`src/rtl/core/bsa_pkg.sv`:
```
package bsa_pkg;

  localparam int MAX_SLOTS = 256;
  localparam int SLOT_W    = $clog2(MAX_SLOTS);
  localparam int CNT_W     = 9;
  localparam int BYTES_W   = 16;
  localparam int OFS_W     = 24;
  localparam int ROW_W     = 32;
  localparam int BIT_W     = $clog2(ROW_W);
  localparam int ROWS      = MAX_SLOTS / ROW_W;
  localparam int ROW_AW    = $clog2(ROWS);
  localparam int STATUS_W  = 2;
  localparam int CFG_IDX_W = 1;
  localparam int CFG_W     = 16;

  localparam logic MODE_ALLOC = 1'b0;
  localparam logic MODE_FREE  = 1'b1;

  localparam logic [STATUS_W-1:0] ST_DONE  = 2'd0;
  localparam logic [STATUS_W-1:0] ST_FULL  = 2'd1;
  localparam logic [STATUS_W-1:0] ST_RANGE = 2'd2;

  localparam logic [CFG_IDX_W-1:0] REG_SLOT_COUNT = 1'd0;
  localparam logic [CFG_IDX_W-1:0] REG_SLOT_BYTES = 1'd1;

  typedef struct packed {
    logic              mode;
    logic [SLOT_W-1:0] slot_index;
  } in_word_t;

  typedef struct packed {
    logic [STATUS_W-1:0] status;
    logic [SLOT_W-1:0]   granted_slot;
    logic [OFS_W-1:0]    byte_offset;
  } out_word_t;

  typedef struct packed {
    logic              rd_en;
    logic [ROW_AW-1:0] rd_addr;
    logic              wr_en;
    logic [ROW_AW-1:0] wr_addr;
    logic [ROW_W-1:0]  wr_data;
  } bsa_mem_req_t;

endpackage

```
`src/rtl/core/bsa_bitmap_mem.sv`:
```
module bsa_bitmap_mem (
  input  logic                       clk,
  input  logic                       rst_n,
  input  bsa_pkg::bsa_mem_req_t      req,
  output logic [bsa_pkg::ROW_W-1:0]  rd_data
);
  import bsa_pkg::*;

  logic [ROW_W-1:0] mem_r [ROWS];
  logic [ROWS-1:0]  row_vld_r;
  logic [ROW_W-1:0] rd_data_r;
  logic             rd_vld_r;

  always_ff @(posedge clk) begin
    if (req.wr_en) begin
      mem_r[req.wr_addr] <= req.wr_data;
    end
    if (req.rd_en) begin
      rd_data_r <= mem_r[req.rd_addr];
    end
  end

  // rows never written read as all free
  always_ff @(posedge clk) begin
    if (!rst_n) begin
      row_vld_r <= '0;
      rd_vld_r  <= 1'b0;
    end else begin
      if (req.wr_en) begin
        row_vld_r[req.wr_addr] <= 1'b1;
      end
      if (req.rd_en) begin
        rd_vld_r <= row_vld_r[req.rd_addr];
      end
    end
  end

  assign rd_data = rd_vld_r ? rd_data_r : '0;

endmodule

```
`src/rtl/core/bsa_find.sv`:
```
module bsa_find (
  input  logic [bsa_pkg::ROW_W-1:0]  row_data,
  input  logic [bsa_pkg::ROW_AW-1:0] row,
  input  logic [bsa_pkg::CNT_W-1:0]  lo,
  input  logic [bsa_pkg::CNT_W-1:0]  hi,
  output logic                       found,
  output logic [bsa_pkg::BIT_W-1:0]  bit_sel
);
  import bsa_pkg::*;

  logic [ROW_W-1:0] avail;

  always_comb begin
    logic [CNT_W-1:0] g;
    for (int b = 0; b < ROW_W; b++) begin
      g = {{(CNT_W-SLOT_W){1'b0}}, row, BIT_W'(b)};
      avail[b] = !row_data[b] && (g >= lo) && (g < hi);
    end
  end

  // lowest free bit wins
  always_comb begin
    bit_sel = '0;
    for (int b = ROW_W - 1; b >= 0; b--) begin
      if (avail[b]) begin
        bit_sel = BIT_W'(b);
      end
    end
  end

  assign found = |avail;

endmodule

```
`src/rtl/core/bitmap_slot_allocator.sv`:
```
// Free in range: result follows the read and write-back of the slot's bitmap row; free out of
// range or allocate with zero slot count: result follows without any bitmap access.
// Allocate: result follows k bitmap rows read (1 to 9 of 32 slots each),
// one row per cycle through the single bitmap read port.
// Next word is taken the cycle after a result is loaded.
// Reset: pointer 0, slot_count 256, slot_bytes 1, per-row valid bits cleared.
module bitmap_slot_allocator (
  input  logic                          clk,
  input  logic                          rst_n,
  input  logic                          in_valid,
  output logic                          in_stall,
  input  bsa_pkg::in_word_t             in_word,
  output logic                          out_valid,
  input  logic                          out_stall,
  output bsa_pkg::out_word_t            out_word,
  input  logic                          cfg_we,
  input  logic [bsa_pkg::CFG_IDX_W-1:0] cfg_index,
  input  logic [bsa_pkg::CFG_W-1:0]     cfg_wdata
);
  import bsa_pkg::*;

  localparam logic [1:0] S_IDLE = 2'd0;
  localparam logic [1:0] S_SCAN = 2'd1;
  localparam logic [1:0] S_FREE = 2'd2;
  localparam logic [1:0] S_DONE = 2'd3;

  logic [1:0]          state_r, state_nxt;
  logic [CNT_W-1:0]    slot_count_r;
  logic [BYTES_W-1:0]  slot_bytes_r;
  logic [SLOT_W-1:0]   ptr_r, ptr_nxt;
  logic [ROW_AW-1:0]   row_r, row_nxt;
  logic                pass_r, pass_nxt;
  logic [SLOT_W-1:0]   pstart_r, pstart_nxt;
  logic [SLOT_W-1:0]   idx_r, idx_nxt;
  logic [STATUS_W-1:0] status_r, status_nxt;
  logic [SLOT_W-1:0]   grant_r, grant_nxt;
  logic                out_valid_r;
  out_word_t           out_word_r;

  logic [CNT_W-1:0]    n_eff;
  logic [CNT_W-1:0]    n_m1;
  logic [ROW_AW-1:0]   last_row;
  logic [SLOT_W-1:0]   p_eff;
  logic [CNT_W-1:0]    lo, hi;
  logic                found;
  logic [BIT_W-1:0]    fbit;
  logic [SLOT_W-1:0]   gi;
  logic [CNT_W-1:0]    gi_p1;
  logic [ROW_W-1:0]    rd_data;
  logic                in_acc;
  logic                out_load;
  bsa_mem_req_t        req;

  assign n_eff    = (slot_count_r > CNT_W'(MAX_SLOTS)) ? CNT_W'(MAX_SLOTS) : slot_count_r;
  assign n_m1     = n_eff - CNT_W'(1);
  assign last_row = n_m1[SLOT_W-1:BIT_W];
  assign p_eff    = ({1'b0, ptr_r} >= n_eff) ? '0 : ptr_r;

  assign lo = pass_r ? '0 : {1'b0, pstart_r};
  assign hi = pass_r ? {1'b0, pstart_r} : n_eff;

  bsa_find u_find (
    .row_data (rd_data),
    .row      (row_r),
    .lo       (lo),
    .hi       (hi),
    .found    (found),
    .bit_sel  (fbit)
  );

  bsa_bitmap_mem u_mem (
    .clk     (clk),
    .rst_n   (rst_n),
    .req     (req),
    .rd_data (rd_data)
  );

  assign gi       = {row_r, fbit};
  assign gi_p1    = {1'b0, gi} + CNT_W'(1);
  assign in_stall = (state_r != S_IDLE);
  assign in_acc   = in_valid && !in_stall;
  assign out_load = (state_r == S_DONE) && (!out_valid_r || !out_stall);

  always_comb begin
    state_nxt  = state_r;
    ptr_nxt    = ptr_r;
    row_nxt    = row_r;
    pass_nxt   = pass_r;
    pstart_nxt = pstart_r;
    idx_nxt    = idx_r;
    status_nxt = status_r;
    grant_nxt  = grant_r;
    req        = '0;
    case (state_r)
      S_IDLE: begin
        if (in_acc) begin
          grant_nxt  = '0;
          status_nxt = ST_DONE;
          idx_nxt    = in_word.slot_index;
          if (in_word.mode == MODE_ALLOC) begin
            if (n_eff == '0) begin
              status_nxt = ST_FULL;
              state_nxt  = S_DONE;
            end else begin
              pstart_nxt  = p_eff;
              pass_nxt    = 1'b0;
              row_nxt     = p_eff[SLOT_W-1:BIT_W];
              req.rd_en   = 1'b1;
              req.rd_addr = p_eff[SLOT_W-1:BIT_W];
              state_nxt   = S_SCAN;
            end
          end else begin
            if ({1'b0, in_word.slot_index} >= n_eff) begin
              status_nxt = ST_RANGE;
              state_nxt  = S_DONE;
            end else begin
              req.rd_en   = 1'b1;
              req.rd_addr = in_word.slot_index[SLOT_W-1:BIT_W];
              state_nxt   = S_FREE;
            end
          end
        end
      end
      S_SCAN: begin
        if (found) begin
          req.wr_en   = 1'b1;
          req.wr_addr = row_r;
          req.wr_data = rd_data | (ROW_W'(1) << fbit);
          grant_nxt   = gi;
          ptr_nxt     = (gi_p1 >= n_eff) ? '0 : gi_p1[SLOT_W-1:0];
          state_nxt   = S_DONE;
        end else if (!pass_r && row_r == last_row) begin
          if (pstart_r == '0) begin
            status_nxt = ST_FULL;
            state_nxt  = S_DONE;
          end else begin
            pass_nxt    = 1'b1;
            row_nxt     = '0;
            req.rd_en   = 1'b1;
            req.rd_addr = '0;
          end
        end else if (pass_r && row_r == pstart_r[SLOT_W-1:BIT_W]) begin
          status_nxt = ST_FULL;
          state_nxt  = S_DONE;
        end else begin
          row_nxt     = row_r + ROW_AW'(1);
          req.rd_en   = 1'b1;
          req.rd_addr = row_r + ROW_AW'(1);
        end
      end
      S_FREE: begin
        req.wr_en   = 1'b1;
        req.wr_addr = idx_r[SLOT_W-1:BIT_W];
        req.wr_data = rd_data & ~(ROW_W'(1) << idx_r[BIT_W-1:0]);
        if (idx_r < ptr_r) begin
          ptr_nxt = idx_r;
        end
        state_nxt = S_DONE;
      end
      S_DONE: begin
        if (out_load) begin
          state_nxt = S_IDLE;
        end
      end
      default: begin
        state_nxt = S_IDLE;
      end
    endcase
  end

  always_ff @(posedge clk) begin
    if (!rst_n) begin
      state_r      <= S_IDLE;
      ptr_r        <= '0;
      slot_count_r <= CNT_W'(256);
      slot_bytes_r <= BYTES_W'(1);
      out_valid_r  <= 1'b0;
    end else begin
      state_r <= state_nxt;
      ptr_r   <= ptr_nxt;
      if (cfg_we) begin
        case (cfg_index)
          REG_SLOT_COUNT: slot_count_r <= cfg_wdata[CNT_W-1:0];
          REG_SLOT_BYTES: slot_bytes_r <= cfg_wdata[BYTES_W-1:0];
          default: begin
          end
        endcase
      end
      if (out_load) begin
        out_valid_r <= 1'b1;
      end else if (!out_stall) begin
        out_valid_r <= 1'b0;
      end
    end
  end

  always_ff @(posedge clk) begin
    row_r    <= row_nxt;
    pass_r   <= pass_nxt;
    pstart_r <= pstart_nxt;
    idx_r    <= idx_nxt;
    status_r <= status_nxt;
    grant_r  <= grant_nxt;
    if (out_load) begin
      out_word_r.status       <= status_r;
      out_word_r.granted_slot <= grant_r;
      out_word_r.byte_offset  <= OFS_W'(grant_r) * OFS_W'(slot_bytes_r);
    end
  end

  assign out_valid = out_valid_r;
  assign out_word  = out_word_r;

  a_no_rw_overlap: assert property (@(posedge clk) disable iff (!rst_n)
    !(req.wr_en && req.rd_en))
    else $error("bitmap read and write in the same cycle");

  a_grant_zero_on_fail: assert property (@(posedge clk) disable iff (!rst_n)
    (state_r == S_DONE && status_r != ST_DONE) |-> grant_r == '0)
    else $error("nonzero grant on failed request");

  a_scan_row_bound: assert property (@(posedge clk) disable iff (!rst_n)
    state_r == S_SCAN |-> row_r <= last_row)
    else $error("scan row beyond slot count");

  a_out_from_done: assert property (@(posedge clk) disable iff (!rst_n)
    $rose(out_valid_r) |-> $past(state_r) == S_DONE)
    else $error("result raised outside done state");

endmodule

```
`config.mk`:
```
export PLATFORM = sky130hd
export DESIGN_NAME = bitmap_slot_allocator
export DESIGN_NICKNAME = d
export VERILOG_FILES = /design/src/rtl/core/bsa_pkg.sv /design/src/rtl/core/bsa_bitmap_mem.sv /design/src/rtl/core/bsa_find.sv /design/src/rtl/core/bitmap_slot_allocator.sv
export SDC_FILE = /design/constraint.sdc
export NUM_CORES = 1
export LEC_CHECK = 0
export BUFFER_PORTS_ARGS = -buffer_cell sky130_fd_sc_hd__buf_2
export CORE_ASPECT_RATIO = 1.25
export CORE_MARGIN = 1
export CORE_UTILIZATION = 45
export DETAILED_ROUTE_END_ITERATION = 7
export PLACE_DENSITY = 0.67
export SYNTH_ARGS = -nofsm -noshare
export SYNTH_HDL_FRONTEND = slang
export SYNTH_SLANG_ARGS = --single-unit
```
`constraint.sdc`:
```
create_clock -name clk -period 13.5 [get_ports clk]
set_input_delay 1.35 -clock clk [delete_from_list [all_inputs] [get_ports clk]]
set_output_delay 1.35 -clock clk [all_outputs]
set_load 0.005 [all_outputs]
```
# Word-level counts from Yosys, hierarchy flattened
# Memory sizes are Yosys's and may differ from the RTL's. A register that Yosys moved wholly into a read port is not among the register bits.
# Cells that the tools add are included.
totals:
  wordCells: 344
  output_inout_bits: 36
  mem_bits_rw: 256
  memories: 1
  ff_bits: 109
  rom_bits: 0
  latch_bits: 0
op_classes:
  reduce_logical: 123
  n_bitwise: 7
  n_addsub: 3
  mux: 97
  div_mod_pow: 0
  n_shift: 2
  order_cmp: 72
  eq_ne: 21
  n_mul: 1
mem_list:
  columns: ["memory", "words", "width", "rd", "rd_ports_with_merged_regs", "wr", "line", "rtl"]
  rows:
  - ["u_mem.mem_r", 8, 32, 1, 1, 1, "bsa_bitmap_mem.sv:9", "logic [ROW_W-1:0] mem_r [ROWS];"]
ops:
  columns: ["cell", "count"]
  rows:
  - ["$lt A8 B9 Y1", 32]
  - ["$ge A8 B8 Y1", 32]
  - ["$mux W5", 32]
  - ["$pmux W36 S2", 1]
  - ["$logic_and A1 B1 Y1", 69]
  - ["$shl A1 B5 Y32 const A", 2]
  - ["$mux W8", 7]
  - ["$logic_not A1 Y1", 36]
  - ["$mux W36", 1]
  - ["$and A32 B32 Y32", 1]
  - ["$mux W32", 1]
  - ["$mux W4", 8]
  - ["$not A32 Y32", 1]
  - ["$or A32 B32 Y32", 1]
  - ["$pmux W8 S2", 2]
  - ["$reduce_or A32 Y1", 1]
  - ["$mux W2", 15]
  - ["$mul A8 B16 Y24", 1]
  - ["$mux W3", 7]
  - ["$ge A8 B9 Y1", 2]
  - ["$mux W9", 2]
  - ["$ne A2 B2 Y1 const B", 9]
  - ["$mux W1", 14]
  - ["$reduce_and A7 Y1", 2]
  - ["32 further kinds", 47]

# Logic depth before layout (Yosys ltp)
# Gate-level depths: netlist of the first run.
depth:
  ltp_word: 46
  mapped_depth: 31
  mapped_depth_nobuf: 27

# Hierarchy
# From an unflattened synthesis of the first run, not the netlist that was laid out.
hier_totals:
  cells_unflattened: 1884
  hier_area_um2: 23197.2
modules_own_cells:
  columns: ["mod", "seq_area_each_um2", "area_each_um2", "n_inst", "cells_each"]
  rows:
  - ["bsa_bitmap_mem", 8828.5, 11234.5, 1, 476]
  - ["bitmap_slot_allocator", 2642.5, 10154.7, 1, 1136]
  - ["bsa_find", 0.0, 1808.0, 1, 272]

# Least setup slack after synthesis of the first run
# Ideal clock, no wire load.
synth_timing:
  path_type: "register to register"
  startpoint: "register pass_r"
  endpoint: "register ptr_r[5]"
  required_time_ps: 13409
  arrival_time_ps: 7082
  n_path_buf: 5
  stages_incl_launch_ff: 30
  slack_ps: 6327
  cell_sequence: "edfxtp_1 > buf_6 > buf_2 > clkbuf_1 > clkbuf_1 > nor2_1 > a21oi_1 > ha_1 > a211oi_1 > or3_1 > clkbuf_1 > o21ai_1 > nor4_1 > o21bai_1 > a21oi_1 > nor4_2 > o311ai_0 > inv_1 > ha_1 > ha_1 > ha_1 > a21o_1 > a21o_1 > a21o_1 > a21o_1 > a21oi_1 > nor2_1 > a2111oi_0 > o21ai_1 > a311oi_1"
synth_via:
  elab_chain_len: 41
synth_rtl:
  columns: ["element", "line", "rtl"]
  rows:
  - ["start, declared", "bitmap_slot_allocator.sv:32", "logic pass_r, pass_nxt;"]
  - ["start signal, assigned", "bitmap_slot_allocator.sv:199", "pass_r <= pass_nxt;"]
  - ["$mux W8", "bitmap_slot_allocator.sv:59", "assign lo = pass_r ? '0 : {1'b0, pstart_r};"]
  - ["$ge A8 B8 Y1", "bsa_find.sv:17", "avail[b] = !row_data[b] && (g >= lo) && (g < hi);"]
  - ["$logic_and A1 B1 Y1 (2 in a row)", "bsa_find.sv:17", null]
  - ["$mux W5 (31 in a row)", "bsa_find.sv:25", "if (avail[b]) begin"]
  - ["$mux W5 (*)", "bsa_find.sv:25", null]
  - ["via fbit[1]", "bitmap_slot_allocator.sv:46", "logic [BIT_W-1:0] fbit;"]
  - ["$add A8 B1 Y9 (*)", "bitmap_slot_allocator.sv:79", "assign gi_p1 = {1'b0, gi} + CNT_W'(1);"]
  - ["$ge A9 B9 Y1", "bitmap_slot_allocator.sv:130", "ptr_nxt = (gi_p1 >= n_eff) ? '0 : gi_p1[SLOT_W-1:0];"]
  - ["$mux W8 (*)", "bitmap_slot_allocator.sv:130", null]
  - ["$mux W8 (*)", "bitmap_slot_allocator.sv:125", "if (found) begin"]
  - ["$pmux W8 S2 (*)", "bitmap_slot_allocator.sv:94", "case (state_r)"]
  - ["end signal, assigned", "bitmap_slot_allocator.sv:180", "ptr_r <= ptr_nxt;"]
  - ["end, declared", "bitmap_slot_allocator.sv:30", "logic [SLOT_W-1:0] ptr_r, ptr_nxt;"]
# The timed path passes the listed nets; every way through them passes the cells marked *. The select of a mux whose other input is x is not followed.
# A chain may end at the register's enable or synchronous reset.

# Worst setup path after layout of the first run
layout_timing:
  startpoint: "register slot_count_r[8]"
  endpoint: "register ptr_r[5]"
layout_via:
  elab_chain_len: 42
layout_rtl:
  columns: ["element", "line", "rtl"]
  rows:
  - ["start, declared", "bitmap_slot_allocator.sv:28", "logic [CNT_W-1:0] slot_count_r;"]
  - ["start signal, assigned", "bitmap_slot_allocator.sv:183", "REG_SLOT_COUNT: slot_count_r <= cfg_wdata[CNT_W-1:0];"]
  - ["$gt A9 B9 Y1", "bitmap_slot_allocator.sv:54", "assign n_eff = (slot_count_r > CNT_W'(MAX_SLOTS)) ? CNT_W'(MAX_SLOTS) : slot_count_r;"]
  - ["$mux W9 (*)", "bitmap_slot_allocator.sv:54", null]
  - ["$mux W9 (*)", "bitmap_slot_allocator.sv:60", "assign hi = pass_r ? {1'b0, pstart_r} : n_eff;"]
  - ["$lt A8 B9 Y1", "bsa_find.sv:17", null]
  - ["$logic_and A1 B1 Y1", "bsa_find.sv:17", null]
  - ["$mux W5 (31 in a row)", "bsa_find.sv:25", null]
  - ["$mux W5 (*)", "bsa_find.sv:25", null]
  - ["via fbit[1]", "bitmap_slot_allocator.sv:46", null]
  - ["$add A8 B1 Y9 (*)", "bitmap_slot_allocator.sv:79", null]
  - ["$ge A9 B9 Y1", "bitmap_slot_allocator.sv:130", null]
  - ["$mux W8 (*)", "bitmap_slot_allocator.sv:130", null]
  - ["$mux W8 (*)", "bitmap_slot_allocator.sv:125", null]
  - ["$pmux W8 S2 (*)", "bitmap_slot_allocator.sv:94", null]
# Marks and branches as above.

==> results of run 1 <==
-- through the flow --
| step | power [mW] | area, um2 | instances | hold WS, ps |
|---|---|---|---|---|
| 2_1_floorplan | 3.39 | 23500 | 2007 | 400 |
| 3_3_place_gp | 4.10 | 24300 | 2654 | 412 |
| 3_5_place_dp | 4.11 | 24300 | 2654 | 406 |
| 4_1_cts | 5.28 | 25700 | 2730 | 422 |
| 5_1_grt | 5.57 | 25700 | 2730 | 430 |
| 6_report | 5.29 | 25700 | 2730 | 418 |
-- power groups by stage --
stage | clock network, mW | registers, mW | logic (mW)
after floorplan | 0 | 1.66 | 1.73
final | 1.16 | 1.76 | 2.37
after CTS | 1.18 | 1.75 | 2.35
after detailed placement | 0 | 1.78 | 2.33
after global routing | 1.23 | 1.77 | 2.57
after global placement | 0 | 1.77 | 2.33
-- worst max-delay path: stages (launching register included) --
cell	delay, ps
dfxtp_1	830
inv_1	320
nand2_1	270
o21ai_0	150
ha_1	350
and3_1	350
nand4_1	360
o221ai_1	370
a21oi_1	220
nor4_1	560
o21ai_0	230
nand2_1	140
nor4_2	100
o311ai_0	710
inv_1	150
ha_1	320
ha_1	330
ha_1	280
a21o_1	150
a21o_1	160
a21o_1	200
a21o_1	180
a21oi_1	140
nor2_1	70
a2111oi_2	760
o21ai_1	150
a311oi_1	300
-- cell type report --
| class | count | area [um2] | share of cell area, % |
|---|---|---|---|
| repair buffers | 86 | 493 | 1.92 |
| inverters | 120 | 450 | 1.75 |
| multi-input cells | 1386 | 11100 | 43.1 |
| well taps | 665 | 832 | 3.23 |
| clock inverters | 26 | 278 | 1.08 |
| clock buffers | 50 | 1120 | 4.34 |
| flip-flops and latches | 397 | 11500 | 44.6 |
-- logic make-up after synthesis --
| logic type | synth area share, % |
|---|---|
| and+or+nand+nor | 12.9 |
| DFF | 48.8 |
| AOI/OAI and AO/OA | 10.6 |
| muxes | 10.2 |
| buffers and inverters | 4.26 |
| adders and majority gates | 12.3 |
| xor gates and xnor gates | 0.895 |
-- layer usage --
layer  GRT usage, %  wire [um]  vias up
li1               -          -     7367
met1           29.0      25100     8182
met2           42.0      32000      538
met3           3.62       3390      139
met4           10.4       2310        0
met5              0          0        -
-- worst max path at each step --
stage | cells past startpoint | to | startpoint | slack [ps]
3_3_place_gp | 26 | ptr_r[5] | slot_count_r[8] | 5350
2_1_floorplan | 29 | ptr_r[5] | pass_r | 6330
4_1_cts | 26 | ptr_r[5] | slot_count_r[8] | 4970
3_5_place_dp | 26 | ptr_r[5] | slot_count_r[8] | 5040
5_1_grt | 27 | ptr_r[5] | slot_count_r[8] | 4780
6_report | 26 | ptr_r[5] | slot_count_r[8] | 5240
-- cell usage after synthesis, types with 22 or more instances --
| master | count |
|---|---|
| ha_1 | 96 |
| mux2_2 | 34 |
| nand2_1 | 200 |
| nand2b_1 | 22 |
| a31oi_1 | 25 |
| a21o_1 | 27 |
| nor3_1 | 34 |
| clkbuf_1 | 59 |
| a21oi_1 | 114 |
| fa_1 | 84 |
| nand3_1 | 29 |
| o21ai_0 | 44 |
| mux2i_1 | 198 |
| nor2_1 | 87 |
| dfxtp_1 | 45 |
| buf_2 | 22 |
| edfxtp_1 | 352 |
| inv_1 | 119 |
| and2_1 | 88 |
-- sequential cells by signal (all words and copies together), names as in the netlist --
register         count
pstart_r             8
slot_count_r         9
u_mem.mem_r        256
slot_bytes_r        16
pass_r               1
ptr_r                8
u_mem.row_vld_r      8
out_word            34
state_r              2
status_r             2
idx_r                8
row_r                3
u_mem.rd_data_r     32
u_mem.rd_vld_r       1
grant_r              8
out_valid            1
==> impl_metrics.yaml, run 1 <==
floorplan:
  num_rows: 93
  start_util_pct: 45.6
  fp.dieW_um: 206
  core-area_um2: 51500
  io_pins: 67
  die_y_um: 257
  dieArea_um2: 53100
pwr:
  swShare_pct: 41.7
  power.density_nw_per_um2: 205
  ir_drop_uv: 120
  seq_power_share_pct: 33.3
  power_switching_mw: 2.20
  p_clk_share_pct: 21.9
  leakage_nw: 10.5
  internal_power_mw: 3.08
  p_comb_share_pct: 44.8
timing:
  grt_setup_unrepaired: "false"
  fin_ws_ps: 5240
  setup_violations: 0
  slew_viol_final: 0
  finClkSkew_ps: 31.9
  timing.fmax_mhz: 121
  hold_viol: 0
  worstMarginPinSlew_ps: 1230
  period_share_pct: 61.2
  min_period_ps: 8260
  relSlewSlack_pct: 18.3
  setup_tns_ps: 0
setup_path:
  critPathKind: "reg2reg"
  regToRegStartpoint: "slot_count_r[8]"
  cp_max_fo: 23
  r2r_cells: 26
  end_kind: "flip-flop"
  reg2reg_slack_ps: 5240
  cp-start-kind: "flip-flop"
  reg2reg_to: "ptr_r[5]"
  cp.arrival_ps: 8740
  cp.required_ps: 13980
logic_synthesis:
  netlist.area_leader.share_pct: 45.0
  synthFlopType: "edfxtp_1"
  netlist_instances: 2007
  ys_async_sr_fraction_pct: 0
  synth_area_um2: 23500
  yosysSeqAreaShare_pct: 48.8
  synth_edf_count: 352
  synth_cell_type_count: 104
  avgSynthCellArea_um2: 11.7
  syn_nets: 2218
  synth-seq-cells: 397
  synth_warnings: 0
  ys_top_cells_by_area: "edfxtp_1, mux2i_1, fa_1, ha_1, dfxtp_1"
  synth_area_leader_cell: "edfxtp_1"
cts:
  cts_tree: "built"
  path_clk_slew_ps: 60
  clk_latency_ps: 590
  clock_sinks: 397
  cts_buffer_depth: 3
  cts_root_buf: "clkbuf_16"
  cts_inserted_buffers: 41
  cts_setup_buffers: 0
  cts_max_level: 2
  cts_resized: 0
  cts_hold_buf: 0
route:
  dr.pass1.iters: 7
  via_count: 16200
  via_per_inst: 5.94
  wl_per_cell_um: 23.0
  routed_wl_um: 62800
  drt_iter0_drc: 1342
  ant_nets: 0
  drcViolationCount: 22
layout:
  antenna_cells: 0
  layout_common_cells: "edfxtp_1, nand2_1, mux2i_1, inv_1, a21oi_1"
  areaGrowthSynthToFinish_pct: 9.60
  drive_gt1_share_pct: 11.2
  final_util_pct: 49.9
  nets: 2243
  final_common_cell: "edfxtp_1"
  fillers: 4522
global_routing:
  overflow: 0
  antenna_found_initial: 0
  grt_pass1_wl_um: 96800
  grt_max_degree: 132
  grt_pass1_vias: 16700
  track_usage_pct: 24.0
worst_hold_path:
  hold_depth: 0
  min-delay-start: "status_r[1]"
  hp-class: "reg2reg"
  hold_path_end: "out_word[33]"
job:
  max-cap-violations: 0
status:
  violations: "design-rule violations"
  outcome: "complete, but fails checks"
placement:
  dp_hpwl_um: 44000
  preCtsSetupSlack_ps: 5040
  portBuffers: 66
  gp_congestion: 0.948
(Power assumes the default switching activity.)
==> run 2, diff against run 1 <==
- PLACE_DENSITY: 0.67 -> 0.69
- clock period: 13.5 -> 7.46 ns (I/O delays scaled with it)
==> run 2 against run 1 <==
Against the previous run:
- the flow still finishes with violations (design-rule violations)
- critical endpoint is now ptr_r[0]
- die area is the same
- clock-buffer cell count grew 5
- sequential power grew 79%
- first-iteration DRC count is essentially flat
==> impl_metrics.yaml, run 2 (synthesis results as in run 1) <==
status:
  outcome: "complete, but fails checks"
  violations: "design-rule violations"
floorplan:
  start_util_pct: 45.6
  dieArea_um2: 53100
  io_pins: 67
  fp.dieW_um: 206
  die_y_um: 257
  core-area_um2: 51500
  num_rows: 93
route:
  via_per_inst: 5.91
  drt_iter0_drc: 1343
  dr.pass1.iters: 8
  ant_nets: 0
  wl_per_cell_um: 22.8
  via_count: 16200
  routed_wl_um: 62600
  drcViolationCount: 24
timing:
  slew_viol_final: 0
  grt_setup_unrepaired: "false"
  min_period_ps: 6920
  period_share_pct: 92.8
  hold_viol: 0
  finClkSkew_ps: 21.9
  relSlewSlack_pct: 18.5
  setup_tns_ps: 0
  setup_violations: 0
  timing.fmax_mhz: 144
  worstMarginPinSlew_ps: 1220
setup_path:
  r2r_cells: 27
  regToRegStartpoint: "slot_count_r[8]"
  cp.required_ps: 7920
  worstSetupPathDepth: 27
  crit_buf_inv: 3
  cp-start-kind: "flip-flop"
  end_kind: "flip-flop"
  cp_max_fo: 9
  reg2reg_to: "ptr_r[0]"
  critPathKind: "reg2reg"
  reg2reg_slack_ps: 540
  max_stage_delay_ps: 530
  crit_slowest_cell: "or4b_1"
  crit_family: "compound AO/OA/AOI/OAI gates"
  cp.arrival_ps: 7380
layout:
  areaGrowthSynthToFinish_pct: 10.4
  regMostFlops: "u_mem.mem_r"
  final_util_pct: 50.3
  nets: 2261
  drive_gt1_share_pct: 12.1
  fillers: 4502
  final_common_cell: "edfxtp_1"
  antenna_cells: 0
  largest_reg_flops: 256
  layout_common_cells: "edfxtp_1, nand2_1, mux2i_1, inv_1, a21oi_1"
global_routing:
  grt_pass1_vias: 16600
  antenna_found_initial: 0
  grt_max_degree: 67
  overflow: 0
  track_usage_pct: 23.8
  grt_pass1_wl_um: 95600
cts:
  cts_max_level: 2
  cts_buffer_depth: 3
  cts_resized: 0
  cts_inserted_buffers: 41
  cts_hold_buf: 0
  path_clk_slew_ps: 60
  cts_root_buf: "clkbuf_16"
  cts_setup_buffers: 0
  clk_latency_ps: 570
  clock_sinks: 397
  cts_tree: "built"
placement:
  portBuffers: 66
  dp_hpwl_um: 45000
  gp_congestion: 0.993
worst_hold_path:
  hold_depth: 1
  hp-class: "in2reg"
  hold_path_end: "idx_r[0]"
  min-delay-start: "in_word[0]"
job:
  max-cap-violations: 0
pwr:
  ir_drop_uv: 249
  leakage_nw: 10.6
  power.density_nw_per_um2: 373
[run 2: cell count changes in the layout (fill, tap and decap cells not counted), sizes merged]
cell and delta:
buf +18, clkbuf +5, clkinv -8, clkinvlp -1, inv +3
[run 2: layout make-up]
class / count / area (um2) / share of cell area (%)
Tap cell: 665 / 832 / 3.21
Timing Repair Buffer: 104 / 678 / 2.62
Sequential cell: 397 / 11500 / 44.2
Clock inverter: 20 / 243 / 0.936
Inverter: 120 / 450 / 1.74
Multi-Input combinational cell: 1386 / 11100 / 42.8
Clock buffer: 55 / 1160 / 4.48
[run 2: where the power goes]
| part | internal, mW | switching, mW | leakage (nW) | total (mW) |
|---|---|---|---|---|
| registers | 2.84 | 0.308 | 3.39 | 3.15 |
| logic | 1.59 | 2.84 | 6.49 | 4.43 |
| clock network | 1.25 | 0.857 | 0.692 | 2.10 |
[run 2: worst register-to-register path, delay by kind of cell (launching register included)]
family,cells,cell delay (ps)
compound gates,13,2810
simple gates,7,1690
fa+ha+maj,4,1330
buf+inv,3,710
flops,1,310
[run 2: how the worst max path moves through the flow]
stage                          startpoint       end  slack, ps
after floorplan                    pass_r  ptr_r[5]        290
after global placement    slot_count_r[8]  ptr_r[0]        770
after detailed placement  slot_count_r[8]  ptr_r[5]        510
after CTS                 slot_count_r[8]  ptr_r[5]        500
after global routing      slot_count_r[8]  ptr_r[5]         80
final                     slot_count_r[8]  ptr_r[0]        540
[run 2: layer usage]
metal  up-vias  track usage, %  part of all wire (%)
li1       7413               -                     -
met1      8080            28.0                    39
met2       575            42.6                    51
met3       165            3.58                   5.3
met4         0            10.2                   4.1
met5         -               0                     0
[run 2: metrics by stage]
stage	area (um2)	power, mW	std cells	hold slack, ps	worst slack, ps
finish	25900	9.68	2747	374	537
global route	25900	10.2	2747	364	83.2
CTS	25900	9.65	2747	345	502
detailed placement	24500	7.52	2672	407	513
global placement	24500	7.51	2672	411	775
floorplan	23500	6.14	2007	400	287
